$ cat config.mk
export PLATFORM = sky130hd
export DESIGN_NAME = etmb_entry_pipe
export DESIGN_NICKNAME = d
export VERILOG_FILES = /design/src/rtl/core/etmb_pkg.sv /design/src/rtl/core/etmb_entry_pipe.sv
export SDC_FILE = /design/constraint.sdc
export NUM_CORES = 2
export LEC_CHECK = 0
export CAP_MARGIN = 20
export CORE_MARGIN = 5
export CORE_UTILIZATION = 40
export CTS_CLUSTER_DIAMETER = 40
export DETAILED_ROUTE_END_ITERATION = 16
export DONT_BUFFER_PORTS = 1
export PLACE_DENSITY = 0.51
export SLEW_MARGIN = 10
export SYNTH_ARGS = -nofsm -noshare
export SYNTH_HDL_FRONTEND = slang
export SYNTH_SLANG_ARGS = --single-unit
$ cat constraint.sdc
create_clock -name clk -period 15.96 [get_ports clk]
set_clock_uncertainty 0.15 [all_clocks]
set_input_delay 4.788 -clock clk [delete_from_list [all_inputs] [get_ports clk]]
set_output_delay 4.788 -clock clk [all_outputs]
set_load 0.05 [all_outputs]
$ cat src/rtl/core/etmb_pkg.sv
// Shared types and constants of the transform matrix builder.
// Used by every module under rtl/core; depends on nothing.
package etmb_pkg;

  // quarter-wave sine polynomial, Q2.30
  localparam logic [30:0] POLY_A  = 31'd1686629713;
  localparam logic [29:0] POLY_B  = 30'd688904866;
  localparam logic [26:0] POLY_C  = 27'd76016977;
  localparam logic [30:0] Q30_ONE = 31'h4000_0000;

  // register stages of each section
  localparam int SIN_STAGES  = 5;
  localparam int ROT_STAGES  = 3;
  localparam int RCP_STAGES  = 6;
  localparam int ENT_STAGES  = 2;
  localparam int PIPE_DEPTH  = 1 + SIN_STAGES + ROT_STAGES + ENT_STAGES;

  // sine or cosine value, Q2.30 in [-1, 1]
  typedef logic signed [31:0] q30_t;
  // rotation term, Q3.30 in [-2, 2]
  typedef logic signed [32:0] rot_t;

  // reciprocal of a scale, Q10.16, with the saturated zero case flagged
  typedef struct packed {
    logic               zero;
    logic signed [25:0] val;
  } recip_t;

  // side word that travels along the pipeline
  typedef struct packed {
    logic             func;
    logic [2:0][15:0] scale;
    logic [2:0][31:0] pos;
  } side_t;

endpackage

$ cat src/rtl/core/etmb_entry_pipe.sv
// Two-stage matrix entry: rotation term times scale or reciprocal, saturated.
// Depends on etmb_pkg for rot_t and recip_t.
module etmb_entry_pipe
  import etmb_pkg::*;
(
  input  logic               clk,
  input  logic               func_i,
  input  rot_t               rot_i,
  input  logic signed [15:0] scale_i,
  input  recip_t             recip_i,
  output logic [31:0]        entry_o
);

  logic signed [63:0] prod_r;
  logic [31:0]        entry_r;

  logic signed [63:0] rot_w, pm, pn, pz, prod_nxt;
  logic signed [33:0] v;

  // model: rot*scale aligned to a shift of 30; normal: rot*recip, or rot*(2^31-1) for zero scale
  assign rot_w    = 64'(rot_i);
  assign pm       = rot_w * 64'(scale_i);
  assign pn       = rot_w * 64'(recip_i.val);
  assign pz       = (rot_w <<< 31) - rot_w;
  assign prod_nxt = !func_i ? (pm <<< 8) : (recip_i.zero ? pz : pn);

  assign v = prod_r[63:30];

  // hold the product, then floor and saturate
  always_ff @(posedge clk) begin
    prod_r <= prod_nxt;
    if (v > 34'sh0_7FFF_FFFF) begin
      entry_r <= 32'h7FFF_FFFF;
    end else if (v < -34'sh0_8000_0000) begin
      entry_r <= 32'h8000_0000;
    end else begin
      entry_r <= v[31:0];
    end
  end

  assign entry_o = entry_r;

endmodule

### Word level (Yosys, flattened, before mapping)

Index checks and enable logic that the tools add are counted.
W data, S select, Z words.

| storage, ports and cells | value |
|---|---|
| ROM bits | 0 |
| logic and storage cells | 10 |
| bits in registers | 88 |
| input bits | 78 |
| bits in latches | 0 |
| bits in writable memories | 0 |
| memories kept | 0 |

| operators by class | value |
|---|---|
| divide/modulo/power cells | 0 |
| equal/unequal tests | 0 |
| add/sub/neg operators | 1 |
| reductions and logical operators | 0 |
| multiplexer cells | 3 |
| order comparisons | 2 |
| $mul | 2 |
| shifts and indexed selects | 0 |
| bitwise logic cells | 0 |

Operators by type and width:

| operator | number |
|---|---|
| $mux W64 | 2 |
| $sub A64 B33 Y64 | 1 |
| $mul A33 B26 Y59 | 1 |
| $mul A33 B16 Y49 | 1 |
| $gt A34 B32 Y1 const B | 1 |
| $lt A34 B32 Y1 const B | 1 |
| $mux W32 | 1 |

### Longest topological paths before layout

| depth | value |
|---|---|
| depth after elaboration | 3 |
| mapped depth | 29 |
| gate-level depth less buffers | 26 |

### Worst setup path after synthesis

Ideal clock, no wire load.

| timing | value |
|---|---|
| kind | input to register |
| from | input rot_i[16] |
| to | register prod_r[57] |
| stages on the path | 25 |
| data arrival time | 11.414 ns |
| library setup time | 0.155 ns |
| path slack | 4.241 ns |
| buffers on the path | 2 |
| cell sequence | clkbuf_1 -> clkbuf_1 -> nand2_1 -> fa_1 -> inv_1 -> fa_1 -> inv_1 -> fa_1 -> fa_1 -> fa_1 -> inv_1 -> fa_1 -> inv_1 -> fa_1 -> inv_1 -> ha_1 -> a211oi_1 -> o21bai_1 -> or4_4 -> o311ai_4 -> o211ai_2 -> a22o_1 -> a311oi_2 -> xor2_1 -> o221ai_1 |

| between the ends | value |
|---|---|
| cells in the longest elaborated chain, start to end | 3 |
| elaborated cells between the ends (all ways) | 5 |
| classes of those cells | 1 x add/sub; 2 x mul; 2 x mux |

Ends and longest elaborated chain:

| element | line | source |
|---|---|---|
| start, declared | etmb_entry_pipe.sv:8 | `input rot_t rot_i,` |
| $mul A33 B26 Y59 / $sub A64 B33 Y64 (equally long branches) | etmb_entry_pipe.sv:23, etmb_entry_pipe.sv:24 |  |
| $mux W64 | etmb_entry_pipe.sv:25 | `assign prod_nxt = !func_i ? (pm <<< 8) : (recip_i.zero ? pz : pn);` |
| $mux W64 * | etmb_entry_pipe.sv:25 |  |
| named net prod_nxt[57] | etmb_entry_pipe.sv:17 | `logic signed [63:0] rot_w, pm, pn, pz, prod_nxt;` |
| end signal, assigned | etmb_entry_pipe.sv:31 | `prod_r <= prod_nxt;` |
| end, declared | etmb_entry_pipe.sv:14 | `logic signed [63:0] prod_r;` |

Mark *: on every way through the listed nets, which the timed path passes. The rest lies on a longest branch.
A chain may end at the register's enable or synchronous reset.

### Worst setup path in the final report

| timing | value |
|---|---|
| from | input rot_i[32] |
| to | register prod_r[62] |

The elaborated chain is that of the path after synthesis.

==> out/qor_table.md <==
| Item | Value | Unit |
| --- | --- | --- |
| Detailed placer's ending HPWL | 114,000 | um |
| Final RePlAce weighted congestion | 0.863 | - |
| Count of state elements after synthesis | 66 | - |
| Worst R2R Path Depth | 3 | - |
| Via density | 5.14 | - |
| Remaining antenna violation count | 0 | - |
| Area Overhead vs Synth | 2.36 | % |
| Setup repair after global routing missed its margin | no | - |
| Most instantiated flip-flop cell in the synthesis netlist | dfxtp_1 | - |
| FFs w/ async S/R, synth | 0 | % |
| Worst path most repeated cell | fa_1 | - |
| Largest net degree at the start of global routing | 48 | - |
| Setup slack on the worst flop-to-flop path | 14.57 | ns |
| Hold_sp | prod_r[63] | - |
| Area share of the leading cell type in the synthesized netlist | 54.5 | % |
| X dimension of the die | 366 | um |
| Part of the Yosys area used for sequential elements | 2.61 | % |
| Clock latency on the worst-skew pair | 0.35 | ns |
| Crit-path slowest cell | fa_1 | - |
| Slew Limit Headroom | 35.7 | % |
| Die area | 134,000 | um2 |
| Post-route minimum period | 13.03 | ns |
| Count of cell types in the netlist | 85 | - |
| Overall track demand over capacity in global routing | 23.9 | % |
| GRT overflow | 0 | - |
| Yosys warning count | 0 | - |
| Startpoint type of the worst setup path | input pin | - |
| Router iterations before antenna repair | 5 | - |
| I/O Pins | 110 | - |
| Final #Nets | 7,058 | - |
| Cell count after synthesis | 5,604 | - |
| Most common cell after layout, fill and taps aside | inv_1 | - |
| Number of instances in the placed design | 6,942 | - |
| Layout cell share with drive strength beyond 1 | 0.998 | % |
| Clock transition at the registers of the reported paths | 0.06 | ns |
| Endpoint type of the worst setup path | register | - |
| Number of cell rows | 130 | - |
| Leading area contributor after synthesis | fa_1 | - |
| Commonest cells after routing, fill and taps aside | inv_1, fa_1, nand2_1 | - |
| Number of nets in the synthesized netlist | 7,359 | - |
| DRC errors left | 0 | - |
| Required time worst endpoint | 15.99 | ns |
| Finish-stage setup viols | 0 | - |
| Cell area after synthesis | 50,600 | um2 |
| Effective utilization at floorplan | 40.3 | % |
| Total wire length after detailed routing | 152,000 | um |
| Number of violations reported at the end of detailed-routing iteration 0 | 1,871 | - |
| Number of gates resized after CTS | 0 | - |
| Final worst path period share | 81.7 | % |
| Total via count after detailed routing | 35,700 | - |
| Average wire length per cell after detail routing | 21.8 | um |
| Number of buffers added for setup after CTS | 0 | - |
| Final hold viol count | 0 | - |
| Endpoint of the worst hold path | entry_o[31] | - |
| Destination of the worst register-to-register timing path | entry_o[11] | - |
| Maximum level of the CTS H-tree | 3 | - |
| WS Path Type | in -> reg | - |
| Count of input and output buffers | 0 | - |
| Worst hold path depth | 0 | - |
| Post-Synthesis Mean Instance Area | 9.02 | um2 |
| Post-synth EDFFs | 0 | - |
| Y dimension of the die | 366 | um |
| Slew at the pin closest to its max-slew limit | 0.964 | ns |
| Buffer depth of the longest clock path | 2 | - |
| Status | finished clean | - |
| Clock buffers created by TritonCTS | 9 | - |
| Class of the most critical hold timing path | reg -> reg | - |
| Via count of the first global-routing pass | 40,800 | - |
| Crit-path max FO | 43 | - |
| Number of antenna violations at the first check in global routing | 4 | - |
| Num Clock Sinks | 66 | - |
| Global-route wire length before repair | 245,000 | um |
| Number of maximum-capacitance constraint violations | 0 | - |
| Post-Route Setup TNS | 0 | ns |
| Cell breakdown of the critical path | nand2_1 -> inv_1 -> fa_1 -> fa_1 -> fa_1 -> inv_1 -> fa_1 -> inv_1 -> fa_1 -> inv_1 -> fa_1 -> inv_1 -> ha_1 -> nand4_1 -> nor4_1 -> o21ai_0 -> o31ai_1 -> nor4_2 -> a21oi_2 -> o2111ai_1 -> and3_1 -> o21bai_4 -> o211ai_1 | - |
| Final Max Slew Viols | 0 | - |
| TritonCTS clock tree | yes | - |
| Arrival time at the worst endpoint | 13.07 | ns |
| Placeable core region | 126,000 | um2 |
| Number of standard cells in the layout, taps in and fillers out | 6,960 | - |
| Achievable Freq | 76.7 | MHz |
| Root Driver | clkbuf_16 | - |
| Post-CTS Hold Fix Bufs | 0 | - |
| Max incr delay on CP | 1.14 | ns |
| Synth area leaders | fa_1, inv_1, ha_1 | - |
| Source of the worst register-to-register timing path | prod_r[63] | - |
metrics by stage:
| stage | utilization, % | setup WS (ns) | area, um2 | hold slack, ns |
|---|---|---|---|---|
| CTS | 41.2 | 2.98 | 51800 | 0.297 |
| floorplan | - | 4.24 | 50600 | 0.266 |
| global placement | 41.0 | 2.48 | 51500 | 0.296 |
| detailed placement | 41.0 | 2.69 | 51500 | 0.290 |
| global route | 41.2 | 2.50 | 51800 | 0.301 |
| finish | 41.2 | 2.93 | 51800 | 0.280 |
critical path: cells and delay by family:
| kind | cells | cell delay (ns) |
|---|---|---|
| AO/OA/AOI/OAI | 6 | 1.94 |
| AND/OR/NAND/NOR | 5 | 1.03 |
| adder cells (fa/ha/maj) | 7 | 4.43 |
| buffers and inverters | 5 | 0.83 |
worst max-delay path by stage:
stage                  to        from  slack, ns  cells after the start
3_3_place_gp   prod_r[63]   rot_i[32]       2.48                     23
4_1_cts        prod_r[62]   rot_i[32]       2.98                     23
5_1_grt        prod_r[63]  recip_i[2]       2.50                     23
6_report       prod_r[62]   rot_i[32]       2.93                     23
2_1_floorplan  prod_r[57]   rot_i[16]       4.24                     25
3_5_place_dp   prod_r[58]   rot_i[32]       2.69                     23
cells in the mapped netlist (3+ instances only):
cell and instances:
inv_1 1384, fa_1 1376, nand2_1 862, and2_1 516, clkbuf_1 309, ha_1 301
nor2_1 143, a21oi_1 94, a21o_1 71, xnor2_1 67, dfxtp_1 66, o21ai_0 48
nand2b_1 44, xor2_1 33, nand4_1 27, nand3_1 20, o211ai_1 18, a211oi_1 17
o21a_1 14, nor4_1 13, nor2b_1 12, and3_1 11, a31oi_1 10, mux2i_1 9
nor3_1 9, o31ai_1 8, o21bai_1 7, o21ai_1 6, o221ai_1 6, and4_1 5
a2111oi_0 4, a21boi_0 4, a22oi_1 4, a41oi_1 4, o22ai_1 4, a221oi_2 3
a311oi_2 3, buf_1 3, buf_2 3, o2111ai_1 3, o2bb2ai_1 3, or2_2 3
or3_1 3
kinds of logic after synthesis:
| group | count (synthesis) | share of synthesized area [%] |
|---|---|---|
| adder cells (fa/ha/maj) | 1677 | 61.9 |
| buffers and inverters | 1702 | 12.6 |
| multiplexers | 10 | 0.200 |
| XOR/XNOR | 100 | 1.73 |
| AO/OA/AOI/OAI | 366 | 5.01 |
| flip-flops | 66 | 2.61 |
| AND/OR/NAND/NOR | 1683 | 15.9 |
layout make-up:
cell class	instances	area, um2
sequential	66	1320
multi-input combinational	3836	42900
clock inverter	6	41.3
clock buffer	10	239
timing repair buffer	4	30.0
antenna	2	5.00
inverter	1386	5200
tap	1650	2060
fill	12800	73800
flip-flops by register name, indices dropped and copies added, names as in the netlist:
register and count:
entry_o 32, prod_r 34
metal layers:
layer	up-vias	wire length (um)	global-route usage, %
met5	-	0	0
met2	970	73100	40.6
met1	19100	65700	32.7
met3	155	9090	3.52
li1	15600	-	-
met4	0	3800	5.18
Power is left out: the tool's default activity adds up to more than one toggle a clock period on the data nets, which glitch-free logic cannot reach.
