$ cat src/rtl/core/etmb_pkg.sv
// Shared types and constants of the transform matrix builder.
// Used by every module under rtl/core; depends on nothing.
package etmb_pkg;

  // quarter-wave sine polynomial, Q2.30
  localparam logic [30:0] POLY_A  = 31'd1686629713;
  localparam logic [29:0] POLY_B  = 30'd688904866;
  localparam logic [26:0] POLY_C  = 27'd76016977;
  localparam logic [30:0] Q30_ONE = 31'h4000_0000;

  // register stages of each section
  localparam int SIN_STAGES  = 5;
  localparam int ROT_STAGES  = 3;
  localparam int RCP_STAGES  = 6;
  localparam int ENT_STAGES  = 2;
  localparam int PIPE_DEPTH  = 1 + SIN_STAGES + ROT_STAGES + ENT_STAGES;

  // sine or cosine value, Q2.30 in [-1, 1]
  typedef logic signed [31:0] q30_t;
  // rotation term, Q3.30 in [-2, 2]
  typedef logic signed [32:0] rot_t;

  // reciprocal of a scale, Q10.16, with the saturated zero case flagged
  typedef struct packed {
    logic               zero;
    logic signed [25:0] val;
  } recip_t;

  // side word that travels along the pipeline
  typedef struct packed {
    logic             func;
    logic [2:0][15:0] scale;
    logic [2:0][31:0] pos;
  } side_t;

endpackage

$ cat src/rtl/core/etmb_recip_pipe.sv
// Pipelined reciprocal 2^24 / scale, five quotient bits per stage.
// Depends on etmb_pkg for recip_t.
module etmb_recip_pipe
  import etmb_pkg::*;
(
  input  logic               clk,
  input  logic signed [15:0] scale_i,
  output recip_t             recip_o
);

  localparam int DIV_STAGES = 5;
  localparam int BITS_STAGE = 5;

  logic [15:0] rem_r [DIV_STAGES];
  logic [24:0] quo_r [DIV_STAGES];
  logic [15:0] div_r [DIV_STAGES];
  logic        neg_r [DIV_STAGES];
  logic        zero_r[DIV_STAGES];
  recip_t      out_r;

  logic [16:0] mag;

  // run five restoring steps; the dividend holds one bit, at the top
  function automatic logic [40:0] div_step(input logic [15:0] rem, input logic [24:0] quo,
                                           input logic [15:0] dv, input logic first);
    logic [16:0] r17;
    logic [15:0] r;
    logic [24:0] q;
    r = rem;
    q = quo;
    for (int j = 0; j < BITS_STAGE; j++) begin
      r17 = {r, (first && (j == 0))};
      if (r17 >= {1'b0, dv}) begin
        r = 16'(r17 - {1'b0, dv});
        q = {q[23:0], 1'b1};
      end else begin
        r = r17[15:0];
        q = {q[23:0], 1'b0};
      end
    end
    return {r, q};
  endfunction

  assign mag = scale_i[15] ? 17'(-{scale_i[15], scale_i}) : {1'b0, scale_i};

  for (genvar k = 0; k < DIV_STAGES; k++) begin : g_div
    logic [40:0] nxt;
    if (k == 0) begin : g_first
      assign nxt = div_step(16'd0, 25'd0, mag[15:0], 1'b1);
      always_ff @(posedge clk) begin
        div_r[k]  <= mag[15:0];
        neg_r[k]  <= scale_i[15];
        zero_r[k] <= (scale_i == 16'sd0);
      end
    end else begin : g_next
      assign nxt = div_step(rem_r[k-1], quo_r[k-1], div_r[k-1], 1'b0);
      always_ff @(posedge clk) begin
        div_r[k]  <= div_r[k-1];
        neg_r[k]  <= neg_r[k-1];
        zero_r[k] <= zero_r[k-1];
      end
    end
    always_ff @(posedge clk) begin
      rem_r[k] <= nxt[40:25];
      quo_r[k] <= nxt[24:0];
    end
  end

  // apply the sign, quotient truncated toward zero
  always_ff @(posedge clk) begin
    out_r.zero <= zero_r[DIV_STAGES-1];
    out_r.val  <= neg_r[DIV_STAGES-1] ? -$signed({1'b0, quo_r[DIV_STAGES-1]})
                                      : $signed({1'b0, quo_r[DIV_STAGES-1]});
  end

  assign recip_o = out_r;

endmodule

$ cat config.mk
export PLATFORM = sky130hd
export DESIGN_NAME = etmb_recip_pipe
export DESIGN_NICKNAME = d
export VERILOG_FILES = /design/src/rtl/core/etmb_pkg.sv /design/src/rtl/core/etmb_recip_pipe.sv
export SDC_FILE = /design/constraint.sdc
export NUM_CORES = 1
export LEC_CHECK = 0
export ABC_AREA = 1
export ABC_CLOCK_PERIOD_IN_PS = 20600
export BUFFER_PORTS_ARGS = -buffer_cell sky130_fd_sc_hd__buf_4
export CORE_ASPECT_RATIO = 1.1
export CORE_MARGIN = 8
export CORE_UTILIZATION = 40
export CTS_CLUSTER_SIZE = 30
export DETAILED_ROUTE_END_ITERATION = 6
export PLACE_DENSITY_LB_ADDON = 0.12
export REMOVE_ABC_BUFFERS = 1
export SLEW_MARGIN = 20
export SYNTH_ARGS = -nofsm -noshare
export SYNTH_HDL_FRONTEND = slang
export SYNTH_SLANG_ARGS = --single-unit
$ cat constraint.sdc
create_clock -name clk -period 20.6 [get_ports clk]
set_input_delay 1.03 -clock clk [delete_from_list [all_inputs] [get_ports clk]]
set_output_delay 1.03 -clock clk [all_outputs]
set_load 0.02 [all_outputs]
=== Word-level counts from Yosys, hierarchy flattened ===
Memories as Yosys holds them, arrays and structs flattened. A register that Yosys moved wholly into a read port is not among the register bits.
Cells that the tools add are included.

* Add/subtract/negate cells: 27
* Order comparisons: 25
* Muxes and demuxes: 52
* Reductions and logical operators: 1

{| class="wikitable"
|+ Operators with widths
! cell !! count
|-
| two-way mux 16 bit || 26
|-
| greater-or-equal comparator 17 x 16 -> 1 bit || 24
|-
| subtractor 16 bit || 24
|-
| negation 25 -> 26 bit || 1
|-
| two-way mux 1 bit || 25
|-
| two-way mux 25 bit || 1
|-
| greater-or-equal comparator 1 x 16 -> 1 bit, first input constant || 1
|-
| zero test 16 bit || 1
|-
| negation 16 bit || 1
|-
| subtractor 1 x 16 -> 16 bit, first input constant || 1
|}

* Register bits: 26
* RAM bits: 295
* Input bits: 17
* Output and inout port bits: 27
* Word-level logic and storage cells: 112
* Memories: 5

{| class="wikitable"
|+ Memories
! name !! words !! width !! rd ports !! clocked after Yosys merged registers in !! wr ports !! RTL line !! RTL
|-
| quo_r || 5 || 25 || 5 || 0 || 5 || etmb_recip_pipe.sv:15 || <nowiki>logic [24:0] quo_r [DIV_STAGES];</nowiki>
|-
| div_r || 5 || 16 || 4 || 0 || 5 || etmb_recip_pipe.sv:16 || <nowiki>logic [15:0] div_r [DIV_STAGES];</nowiki>
|-
| rem_r || 5 || 16 || 4 || 0 || 5 || etmb_recip_pipe.sv:14 || <nowiki>logic [15:0] rem_r [DIV_STAGES];</nowiki>
|-
| neg_r || 5 || 1 || 5 || 0 || 5 || etmb_recip_pipe.sv:17 || <nowiki>logic neg_r [DIV_STAGES];</nowiki>
|-
| zero_r || 5 || 1 || 5 || 1 || 5 || etmb_recip_pipe.sv:18 || <nowiki>logic zero_r[DIV_STAGES];</nowiki>
|}

=== Depth between registers and ports, before layout ===
Gate-level depths: netlist (run 1).

* Word-level depth: 12
* Mapped depth: 75
* Depth with buffers taken out: 70

=== Least setup slack after synthesis (run 1) ===
OpenSTA, ideal clock, no wires.

* Path kind: input to register
* Start point: input port scale_i[0]
* End point: memory rem_r[0][7]
* Library setup time: 0.058 ns
* Data arrival time: 10.248 ns
* Data required time: 20.542 ns
* Setup slack: 10.294 ns
* Stages on the path: 66
* Path buffers: 4
* Cell sequence: inv_2 -> ha_1 -> inv_2 -> nand2_2 -> xor2_2 -> ha_1 -> nand2_2 -> nor2_1 -> nand3_1 -> nor2_1 -> nand2_2 -> nand2_4 -> inv_1 -> nor2_1 -> ha_1 -> a21oi_1 -> o211ai_1 -> nand4_1 -> (+30 left out) -> nand2_2 -> nor2_8 -> buf_6 -> nand2_1 -> o21ai_2 -> ha_1 -> nand2_1 -> inv_1 -> a21oi_1 -> o21bai_1 -> a21oi_1 -> o21ai_0 -> a221oi_1 -> nand2_2 -> nor2_4 -> buf_6 -> nand2_1 -> nand2_1

{| class="wikitable"
|+ RTL lines
! what !! RTL line !! RTL
|-
| start, declared || etmb_recip_pipe.sv:7 || <nowiki>input logic signed [15:0] scale_i,</nowiki>
|-
| end, declared || etmb_recip_pipe.sv:14 ||
|}

==> flow_summary.html, run 1 <==
<table>
<tr><th>Metric</th><th>Value</th></tr>
<tr><th colspan="2">Outcome</th></tr>
<tr><td>Run status</td><td>finished, final reports clean</td></tr>
<tr><th colspan="2">Floorplan</th></tr>
<tr><td>Core area</td><td>65100 um2</td></tr>
<tr><td>Die area</td><td>74400 um2</td></tr>
<tr><td>Cell Rows</td><td>98</td></tr>
<tr><td>Die Span Y</td><td>285 um</td></tr>
<tr><td>X dimension of the die</td><td>261 um</td></tr>
<tr><td>I/O pin total</td><td>44</td></tr>
<tr><td>Starting Density</td><td>40.5%</td></tr>
<tr><th colspan="2">Flow run</th></tr>
<tr><td>Max cap viols</td><td>0</td></tr>
<tr><th colspan="2">Place</th></tr>
<tr><td>Placed wire-length estimate</td><td>65400 um</td></tr>
<tr><td>Port Buf Inserts</td><td>43</td></tr>
<tr><td>Instance area after placement</td><td>27400 um2</td></tr>
<tr><td>Cell count after placement</td><td>4770</td></tr>
<tr><td>Final estimated routing congestion in global placement</td><td>0.944</td></tr>
<tr><th colspan="2">Synth</th></tr>
<tr><td>Number of synthesis warnings</td><td>0</td></tr>
<tr><td>Largest area contributor in the netlist</td><td>sky130_fd_sc_hd__dfxtp_1</td></tr>
<tr><td>Prevailing post-synth register cell</td><td>sky130_fd_sc_hd__dfxtp_1</td></tr>
<tr><td>Post-Synthesis Mean Instance Area</td><td>6.70 um2</td></tr>
<tr><td>Syn Inst Count</td><td>3931</td></tr>
<tr><td>EDFF count, synth</td><td>0</td></tr>
<tr><td>Portion of synthesized cell area occupied by the leading cell type</td><td>18.2%</td></tr>
<tr><td>Count leader, synth</td><td>sky130_fd_sc_hd__nand2_1</td></tr>
<tr><td>Async set-or-reset flop fraction in the synthesized netlist</td><td>0%</td></tr>
<tr><td>Number of different library cells in the post-synthesis netlist</td><td>60</td></tr>
<tr><td>Largest cells by area after synthesis</td><td>sky130_fd_sc_hd__dfxtp_1, sky130_fd_sc_hd__ha_1, sky130_fd_sc_hd__nand2_1</td></tr>
<tr><td>Total standard cell area after synthesis</td><td>26400 um2</td></tr>
<tr><td>Synth Register Bits</td><td>240</td></tr>
<tr><td>Part of the Yosys area used for sequential elements</td><td>18.2%</td></tr>
<tr><td>Top post-synthesis cells by count</td><td>sky130_fd_sc_hd__nand2_1, sky130_fd_sc_hd__inv_1, sky130_fd_sc_hd__ha_1, sky130_fd_sc_hd__a21oi_1, sky130_fd_sc_hd__o21ai_0</td></tr>
<tr><th colspan="2">Global routing</th></tr>
<tr><td>Total GRT Usage</td><td>20.5%</td></tr>
<tr><td>Wire length of the first global-routing pass</td><td>125000 um</td></tr>
<tr><td>Largest net degree at the start of global routing</td><td>34</td></tr>
<tr><td>Global-route congestion overflow total</td><td>0</td></tr>
<tr><td>Via count of the first global-routing pass</td><td>24000</td></tr>
<tr><td>Number of antenna violations at the first check in global routing</td><td>0</td></tr>
<tr><th colspan="2">Detailed routing</th></tr>
<tr><td>Detailed Routing Iterations Pass 1</td><td>5</td></tr>
<tr><td>Vias per inst</td><td>5.18</td></tr>
<tr><td>Via count of the routed design</td><td>25000</td></tr>
<tr><td>Number of nets with antenna violations after routing</td><td>0</td></tr>
<tr><td>Detailed router's first-iteration violation count</td><td>1424</td></tr>
<tr><td>Drt total wl</td><td>78100 um</td></tr>
<tr><td>DRC errors left</td><td>0</td></tr>
<tr><td>Final routed wire length divided by cell count</td><td>16.2 um</td></tr>
<tr><th colspan="2">CTS</th></tr>
<tr><td>CTS hold repair buffers</td><td>0</td></tr>
<tr><td>Clock latency on the worst-skew pair</td><td>570 ps</td></tr>
<tr><td>Number of H-tree levels</td><td>1</td></tr>
<tr><td>Clock transition at path regs</td><td>60 ps</td></tr>
<tr><td>Clock tree from TritonCTS</td><td>built</td></tr>
<tr><td>Num Clock Sinks</td><td>240</td></tr>
<tr><td>Clock tree root driver cell</td><td>sky130_fd_sc_hd__clkbuf_16</td></tr>
<tr><td>Resized Gates After CTS</td><td>0</td></tr>
<tr><td>Maximum count of clock buffers along a single path</td><td>3</td></tr>
<tr><td>Cts bufs inserted</td><td>29</td></tr>
<tr><td>Post CTS Setup Buffer Count</td><td>0</td></tr>
<tr><th colspan="2">Setup path</th></tr>
<tr><td>Kind of end point of the critical path</td><td>flip-flop</td></tr>
<tr><td>Setup Crit Path Kind</td><td>in -&gt; reg</td></tr>
<tr><td>Worst endpoint data arrival time</td><td>12790 ps</td></tr>
<tr><td>Slowest stage cell, crit path</td><td>sky130_fd_sc_hd__a221oi_1</td></tr>
<tr><td>Type of element launching the critical path</td><td>input pin</td></tr>
<tr><td>Count of cells along the worst register-to-register path</td><td>65</td></tr>
<tr><td>Maximum fanout along the worst path</td><td>33</td></tr>
<tr><td>Required arrival time at the worst endpoint</td><td>21110 ps</td></tr>
<tr><td>Crit-path most repeated cell</td><td>sky130_fd_sc_hd__nand2_1</td></tr>
<tr><td>Biggest cell delay along the critical path</td><td>550 ps</td></tr>
<tr><th colspan="2">Timing</th></tr>
<tr><td>Final setup violation count</td><td>0</td></tr>
<tr><td>Unrepaired setup endpoints after global routing</td><td>no</td></tr>
<tr><td>Post-layout min period</td><td>12280 ps</td></tr>
<tr><td>Worst clock skew on the final layout</td><td>15.1 ps</td></tr>
<tr><td>Share of the clock period used by the worst path</td><td>59.6%</td></tr>
<tr><td>Max-slew headroom at the worst pin</td><td>41.4%</td></tr>
<tr><td>Worst-Margin Slew</td><td>878 ps</td></tr>
<tr><td>Setup TNS after final layout</td><td>0 ps</td></tr>
<tr><td>Final hold viol count</td><td>0</td></tr>
<tr><td>Number of max-slew violations in the final report</td><td>0</td></tr>
<tr><td>Maximum achievable frequency</td><td>81.4 MHz</td></tr>
<tr><th colspan="2">Layout</th></tr>
<tr><td>Proportion of layout cells with a drive suffix above 1</td><td>6.29%</td></tr>
<tr><td>Post-synthesis to final-layout area growth</td><td>7.74%</td></tr>
<tr><td>Post-layout net count</td><td>4340</td></tr>
<tr><td>Fin cells</td><td>4822</td></tr>
<tr><td>Final Instance Area</td><td>28400 um2</td></tr>
<tr><td>Layout fillers</td><td>6899</td></tr>
<tr><td>N_diodes</td><td>0</td></tr>
<tr><th colspan="2">Worst hold path</th></tr>
<tr><td>Worst Hold Depth</td><td>0</td></tr>
<tr><td>Type of the most critical hold path</td><td>reg -&gt; reg</td></tr>
</table>
==> area by class of cell <==
| class | instances | area [um2] | area share (%) |
|---|---|---|---|
| clock buffers | 31 | 733 | 2.58 |
| clock inverters | 21 | 277 | 0.974 |
| inverters | 420 | 1590 | 5.60 |
| multi-input cells | 3210 | 19600 | 68.9 |
| flip-flops and latches | 240 | 4800 | 16.9 |
| well taps | 850 | 1060 | 3.75 |
| repair buffers | 50 | 375 | 1.32 |
==> path summary, 6_finish.rpt <==
check / start / to / slack (ps)
setup / recovery: scale_i[0] / rem_r[0][3] / 8320
hold / removal: neg_r[0][0] / neg_r[0][1] / 320
setup reg to reg: div_r[0][44] / rem_r[0][63] / 8490
hold reg to reg: neg_r[0][0] / neg_r[0][1] / 320
==> flip-flops by register name (all words and copies together) (netlist names) <==
name and flops:
quo_r 75, div_r 64, recip_o 27, neg_r 5, zero_r 5, rem_r 64
==> worst max-delay path: cells and delay by family <==
family	cells	cell delay, ps
xor+xnor	1	380
compound gates	20	4570
fa+ha+maj	6	1890
buf+inv	9	1070
simple gates	27	3820
==> through the flow <==
| stage | worst slack, ps | hold WS (ps) | utilization (%) |
|---|---|---|---|
| after detailed placement | 7850 | 312 | 42.1 |
| after global placement | 7840 | 310 | 42.1 |
| after floorplan | 10260 | 310 | - |
| after CTS | 8420 | 326 | 43.6 |
| after global routing | 7140 | 324 | 43.6 |
| final | 8320 | 322 | 43.6 |
==> layout by cell type (no fill, tap or decap), types with 5 or more instances in the layout <==
master,synthesis,final
sky130_fd_sc_hd__o21a_1,14,14
sky130_fd_sc_hd__o21ai_2,21,21
sky130_fd_sc_hd__o31ai_1,7,7
sky130_fd_sc_hd__or2_2,17,17
sky130_fd_sc_hd__nand3_2,11,11
sky130_fd_sc_hd__nor3_1,31,31
sky130_fd_sc_hd__xnor2_1,156,156
sky130_fd_sc_hd__a21o_1,31,31
sky130_fd_sc_hd__inv_2,21,21
sky130_fd_sc_hd__ha_1,368,368
sky130_fd_sc_hd__nand2_1,1045,1045
sky130_fd_sc_hd__dfxtp_1,240,240
sky130_fd_sc_hd__a221oi_1,10,10
sky130_fd_sc_hd__a211oi_1,10,10
sky130_fd_sc_hd__xor2_1,183,183
sky130_fd_sc_hd__o21ai_0,270,270
sky130_fd_sc_hd__a21oi_2,11,11
sky130_fd_sc_hd__nor4_1,20,20
sky130_fd_sc_hd__a31oi_1,27,27
sky130_fd_sc_hd__clkbuf_16,0,29
sky130_fd_sc_hd__inv_4,5,5
sky130_fd_sc_hd__nand3b_1,6,6
sky130_fd_sc_hd__nand2_4,10,10
sky130_fd_sc_hd__nand3_1,178,178
sky130_fd_sc_hd__o21ai_1,61,61
sky130_fd_sc_hd__nand2_2,21,21
sky130_fd_sc_hd__a21oi_1,333,333
sky130_fd_sc_hd__nor2_1,222,222
sky130_fd_sc_hd__nor2_2,11,11
sky130_fd_sc_hd__a21boi_0,23,23
sky130_fd_sc_hd__inv_1,393,393
sky130_fd_sc_hd__buf_4,11,50
sky130_fd_sc_hd__o21bai_1,26,26
sky130_fd_sc_hd__nand4_1,41,41
==> cell families after synthesis <==
logic type / after synthesis / synth area share (%)
xor gates and xnor gates: 341 / 11.4
buffers and inverters: 481 / 7.58
DFF: 240 / 18.2
AOI/OAI and AO/OA: 866 / 18.5
and+or+nand+nor: 1631 / 26.5
adders and majority gates: 372 / 17.8
==> per-layer routing <==
layer,vias up,routed length [um],global-route usage [%]
met1,11300,37400,27.6
li1,13200,-,-
met2,430,36100,35.0
met3,89,2960,1.77
met4,0,1620,4.68
met5,-,0,0
Power of run 1 is not shown: default switching activity piles up to over one toggle a cycle in this logic, so the estimate is an artifact.
==> run 2, diff against run 1 <==
ABC_AREA = 0   (was 1)
ABC_CLOCK_PERIOD_IN_PS = 12200   (was 20600)
clock period = 12.2 ns   (was 20.6 ns; I/O delays follow)
==> run 2 against run 1 <==
  * Utilization rose by 8.5 points
  * Clock skew rose by 12 ps
  * Routed wire length rose by 26%
  * Critical path depth fell by 11
  * Sequential share of layout area fell by 3.2 points
  * First-iteration DRC count rose by 6.2%
==> flow_summary.html, run 2 <==
<table>
<tr><th>Metric</th><th>Value</th></tr>
<tr><th colspan="2">Setup path</th></tr>
<tr><td>Setup Crit Path Kind</td><td>reg -&gt; reg (was in -&gt; reg)</td></tr>
<tr><td>Required arrival time at the worst endpoint</td><td>12660 ps (was 21110 ps)</td></tr>
<tr><td>Worst endpoint data arrival time</td><td>12280 ps (was 12790 ps)</td></tr>
<tr><td>Biggest cell delay along the critical path</td><td>500 ps (was 550 ps)</td></tr>
<tr><td>CP top delay family</td><td>compound AO/OA/AOI/OAI gates (unchanged)</td></tr>
<tr><td>Kind of end point of the critical path</td><td>flip-flop (unchanged)</td></tr>
<tr><td>Slowest stage cell, crit path</td><td>sky130_fd_sc_hd__or4_4 (was sky130_fd_sc_hd__a221oi_1)</td></tr>
<tr><td>Type of element launching the critical path</td><td>flip-flop (was input pin)</td></tr>
<tr><td>Count of buffer and inverter cells on the critical path</td><td>11 (was 9)</td></tr>
<tr><td>Crit-path most repeated cell</td><td>sky130_fd_sc_hd__ha_1 (was sky130_fd_sc_hd__nand2_1)</td></tr>
<tr><td>Maximum fanout along the worst path</td><td>7 (was 33)</td></tr>
<tr><th colspan="2">Synth</th></tr>
<tr><td>Multiplexer share of the synthesized area</td><td>8.16% (was 0%)</td></tr>
<tr><td>Area fraction in compound gates after synthesis</td><td>26.4% (was 18.5%)</td></tr>
<tr><td>Top post-synthesis cells by count</td><td>sky130_fd_sc_hd__ha_1, sky130_fd_sc_hd__a21oi_1, sky130_fd_sc_hd__dfxtp_1, sky130_fd_sc_hd__nor2_1, sky130_fd_sc_hd__nand2_1 (was sky130_fd_sc_hd__nand2_1, sky130_fd_sc_hd__inv_1, sky130_fd_sc_hd__ha_1, sky130_fd_sc_hd__a21oi_1, sky130_fd_sc_hd__o21ai_0)</td></tr>
<tr><td>Post-Synthesis Mean Instance Area</td><td>8.08 um2 (was 6.70 um2)</td></tr>
<tr><td>XOR/XNOR Fraction of Synth Area</td><td>9.84% (was 11.4%)</td></tr>
<tr><td>Synth Register Bits</td><td>240 (unchanged)</td></tr>
<tr><td>Portion of synthesized cell area occupied by the leading cell type</td><td>17.6% (was 18.2%)</td></tr>
<tr><td>Largest family of logic cells by synthesized area</td><td>compound AO/OA/AOI/OAI gates (was simple AND/OR/NAND/NOR gates)</td></tr>
<tr><td>Largest area contributor in the netlist</td><td>sky130_fd_sc_hd__dfxtp_1 (unchanged)</td></tr>
<tr><td>Total standard cell area after synthesis</td><td>27200 um2 (was 26400 um2)</td></tr>
<tr><td>Part of the Yosys area used for sequential elements</td><td>17.6% (was 18.2%)</td></tr>
<tr><td>Number of different library cells in the post-synthesis netlist</td><td>96 (was 60)</td></tr>
<tr><td>Prevailing post-synth register cell</td><td>sky130_fd_sc_hd__dfxtp_1 (unchanged)</td></tr>
<tr><td>Share of synthesized cell area in and, or, nand and nor gates</td><td>17.1% (was 26.5%)</td></tr>
<tr><td>Syn Inst Count</td><td>3371 (was 3931)</td></tr>
<tr><td>Async set-or-reset flop fraction in the synthesized netlist</td><td>0% (unchanged)</td></tr>
<tr><td>Largest cells by area after synthesis</td><td>sky130_fd_sc_hd__dfxtp_1, sky130_fd_sc_hd__ha_1, sky130_fd_sc_hd__mux2_2 (was sky130_fd_sc_hd__dfxtp_1, sky130_fd_sc_hd__ha_1, sky130_fd_sc_hd__nand2_1)</td></tr>
<tr><td>Count leader, synth</td><td>sky130_fd_sc_hd__ha_1 (was sky130_fd_sc_hd__nand2_1)</td></tr>
<tr><td>EDFF count, synth</td><td>0 (unchanged)</td></tr>
<tr><td>Number of synthesis warnings</td><td>0 (unchanged)</td></tr>
<tr><td>Post-synthesis adder-cell area fraction</td><td>17.2% (was 17.8%)</td></tr>
<tr><th colspan="2">Floorplan</th></tr>
<tr><td>Die area</td><td>76700 um2 (was 74400 um2)</td></tr>
<tr><td>X dimension of the die</td><td>265 um (was 261 um)</td></tr>
<tr><td>Die Span Y</td><td>290 um (was 285 um)</td></tr>
<tr><td>Starting Density</td><td>40.3% (was 40.5%)</td></tr>
<tr><td>Cell Rows</td><td>100 (was 98)</td></tr>
<tr><td>I/O pin total</td><td>44 (unchanged)</td></tr>
<tr><td>Core area</td><td>67600 um2 (was 65100 um2)</td></tr>
<tr><th colspan="2">Global routing</th></tr>
<tr><td>Number of antenna violations at the first check in global routing</td><td>1 (was 0)</td></tr>
<tr><td>Largest net degree at the start of global routing</td><td>27 (was 34)</td></tr>
<tr><td>Global-route congestion overflow total</td><td>0 (unchanged)</td></tr>
<tr><td>Wire length of the first global-routing pass</td><td>152000 um (was 125000 um)</td></tr>
<tr><td>Via count of the first global-routing pass</td><td>28000 (was 24000)</td></tr>
<tr><td>Total GRT Usage</td><td>24.5% (was 20.5%)</td></tr>
<tr><th colspan="2">Detailed routing</th></tr>
<tr><td>Via count of the routed design</td><td>28200 (was 25000)</td></tr>
<tr><td>Detailed Routing Iterations Pass 1</td><td>6 (was 5)</td></tr>
<tr><td>Vias per inst</td><td>5.68 (was 5.18)</td></tr>
<tr><td>Final routed wire length divided by cell count</td><td>19.9 um (was 16.2 um)</td></tr>
<tr><td>Number of nets with antenna violations after routing</td><td>0 (unchanged)</td></tr>
<tr><td>DRC errors left</td><td>0 (unchanged)</td></tr>
<tr><td>Drt total wl</td><td>98800 um (was 78100 um)</td></tr>
<tr><td>Detailed router's first-iteration violation count</td><td>1512 (was 1424)</td></tr>
<tr><th colspan="2">Outcome</th></tr>
<tr><td>Run status</td><td>finished, final reports clean (unchanged)</td></tr>
<tr><th colspan="2">Layout</th></tr>
<tr><td>Max FFs per register</td><td>75 (unchanged)</td></tr>
<tr><td>N_diodes</td><td>0 (unchanged)</td></tr>
<tr><td>Leading cell type in the layout, fill and taps excluded</td><td>sky130_fd_sc_hd__buf_4 (was sky130_fd_sc_hd__nand2_1)</td></tr>
<tr><td>Sequential cell area in the final layout</td><td>4820 um2 (was 4800 um2)</td></tr>
<tr><td>Proportion of layout cells with a drive suffix above 1</td><td>27.6% (was 6.29%)</td></tr>
<tr><td>Register name with the most flops</td><td>quo_r (unchanged)</td></tr>
<tr><td>Largest regs</td><td>quo_r: 75 flops, div_r: 64 flops, rem_r: 64 flops (unchanged)</td></tr>
<tr><td>Post-synthesis to final-layout area growth</td><td>29.2% (was 7.74%)</td></tr>
<tr><td>Most frequent cells in the layout</td><td>sky130_fd_sc_hd__buf_4, sky130_fd_sc_hd__ha_1, sky130_fd_sc_hd__a21oi_1 (was sky130_fd_sc_hd__nand2_1, sky130_fd_sc_hd__inv_1, sky130_fd_sc_hd__ha_1)</td></tr>
<tr><td>Final Instance Area</td><td>35200 um2 (was 28400 um2)</td></tr>
<tr><td>Layout fillers</td><td>6412 (was 6899)</td></tr>
<tr><td>Multi-input logic area</td><td>21900 um2 (was 19600 um2)</td></tr>
<tr><td>Post-layout net count</td><td>4457 (was 4340)</td></tr>
<tr><th colspan="2">Timing</th></tr>
<tr><td>Final setup violation count</td><td>0 (unchanged)</td></tr>
<tr><td>Share of the clock period used by the worst path</td><td>96.9%</td></tr>
<tr><td>Final hold viol count</td><td>0 (unchanged)</td></tr>
<tr><td>Number of max-slew violations in the final report</td><td>0 (unchanged)</td></tr>
<tr><td>Maximum achievable frequency</td><td>84.6 MHz</td></tr>
<tr><td>Worst clock skew on the final layout</td><td>27.5 ps (was 15.1 ps)</td></tr>
<tr><td>Setup TNS after final layout</td><td>0 ps (unchanged)</td></tr>
<tr><td>Max-slew headroom at the worst pin</td><td>37.2% (was 41.4%)</td></tr>
<tr><td>Worst-Margin Slew</td><td>936 ps (was 878 ps)</td></tr>
<tr><td>Post-layout min period</td><td>11820 ps</td></tr>
<tr><th colspan="2">CTS</th></tr>
<tr><td>Clock transition at path regs</td><td>60 ps (about the same)</td></tr>
<tr><td>Clock tree root driver cell</td><td>sky130_fd_sc_hd__clkbuf_16 (unchanged)</td></tr>
<tr><td>Num Clock Sinks</td><td>240 (unchanged)</td></tr>
<tr><td>Maximum count of clock buffers along a single path</td><td>3 (unchanged)</td></tr>
<tr><td>Clock tree from TritonCTS</td><td>built (unchanged)</td></tr>
<tr><td>Clock latency on the worst-skew pair</td><td>590 ps (was 570 ps)</td></tr>
<tr><td>Cts bufs inserted</td><td>30 (was 29)</td></tr>
<tr><td>Number of H-tree levels</td><td>1 (unchanged)</td></tr>
<tr><td>CTS hold repair buffers</td><td>0 (unchanged)</td></tr>
<tr><th colspan="2">Worst hold path</th></tr>
<tr><td>Type of the most critical hold path</td><td>in -&gt; reg (was reg -&gt; reg)</td></tr>
<tr><th colspan="2">Place</th></tr>
<tr><td>Instance area after placement</td><td>33200 um2 (was 27400 um2)</td></tr>
<tr><td>Port Buf Inserts</td><td>43 (unchanged)</td></tr>
<tr><td>Placed wire-length estimate</td><td>82600 um (was 65400 um)</td></tr>
<tr><td>Final estimated routing congestion in global placement</td><td>0.982 (was 0.944)</td></tr>
<tr><th colspan="2">Flow run</th></tr>
<tr><td>Max cap viols</td><td>0 (unchanged)</td></tr>
</table>
-- run 2: per-stage QoR --
step | hold WS (ps) | setup slack (ps) | utilization, % | cells
3_5_place_dp | 312 | -210 | 49.2 | 4860
2_1_floorplan | 310 | -1090 | - | 3302
5_1_grt | 231 | -96.9 | 52.1 | 4959
6_report | 248 | 384 | 52.1 | 4959
3_3_place_gp | 310 | -7.66 | 49.2 | 4860
4_1_cts | 207 | 33.4 | 50.9 | 4920
-- run 2: cell type report --
type / count / area share [%]
tap: 867 / 3.08
clock buffer: 38 / 2.36
clock inverter: 18 / 0.679
sequential: 240 / 13.7
multi-input combinational: 2868 / 62.3
timing repair inverter: 1 / 0.0142
inverter: 195 / 2.14
timing repair buffer: 732 / 15.7
-- run 2: path summary, 6_finish.rpt --
path	to	slack [ps]	cells past startpoint	startpoint
worst max-delay path	rem_r[0][50]	380	52	div_r[0][34]
worst min-delay path	zero_r[0]	250	2	scale_i[14]
worst max register to register	rem_r[0][50]	380	52	div_r[0][34]
worst min register to register	zero_r[3]	320	0	zero_r[2]
-- run 2: cell families (layout without fill, tap and decap cells) --
kind of cell | count (synthesis) | in the layout
compound gates | 1063 | 1064
simple gates | 927 | 927
fa+ha+maj | 372 | 372
xor+xnor | 306 | 306
buf+inv | 264 | 984
flops | 240 | 240
mux | 199 | 199
-- run 2: worst register-to-register path: cells and delay by family (launching register included) --
family	cells	cell delay [ps]
fa+ha+maj	5	1470
flops	1	370
simple gates	8	1550
buf+inv	11	1720
compound gates	25	5590
mux	3	1040
-- run 2: timing repair --
item                       in CTS  in global routing
pin swaps                       2                 46
cloned                          0                  3
gates resized for setup        14                148
buffers inserted                4                 36
setup endpoints to repair      22                 69
-- run 2: layer usage --
metal | global-route usage, % | vias up | part of all wire [%]
met3 | 2.14 | 225 | 3.6
met1 | 29.1 | 13400 | 43
li1 | - | 13900 | -
met5 | 0 | - | 0
met4 | 10.1 | 0 | 4.3
met2 | 45.1 | 607 | 49
Power of run 2 is left out for the same reason.
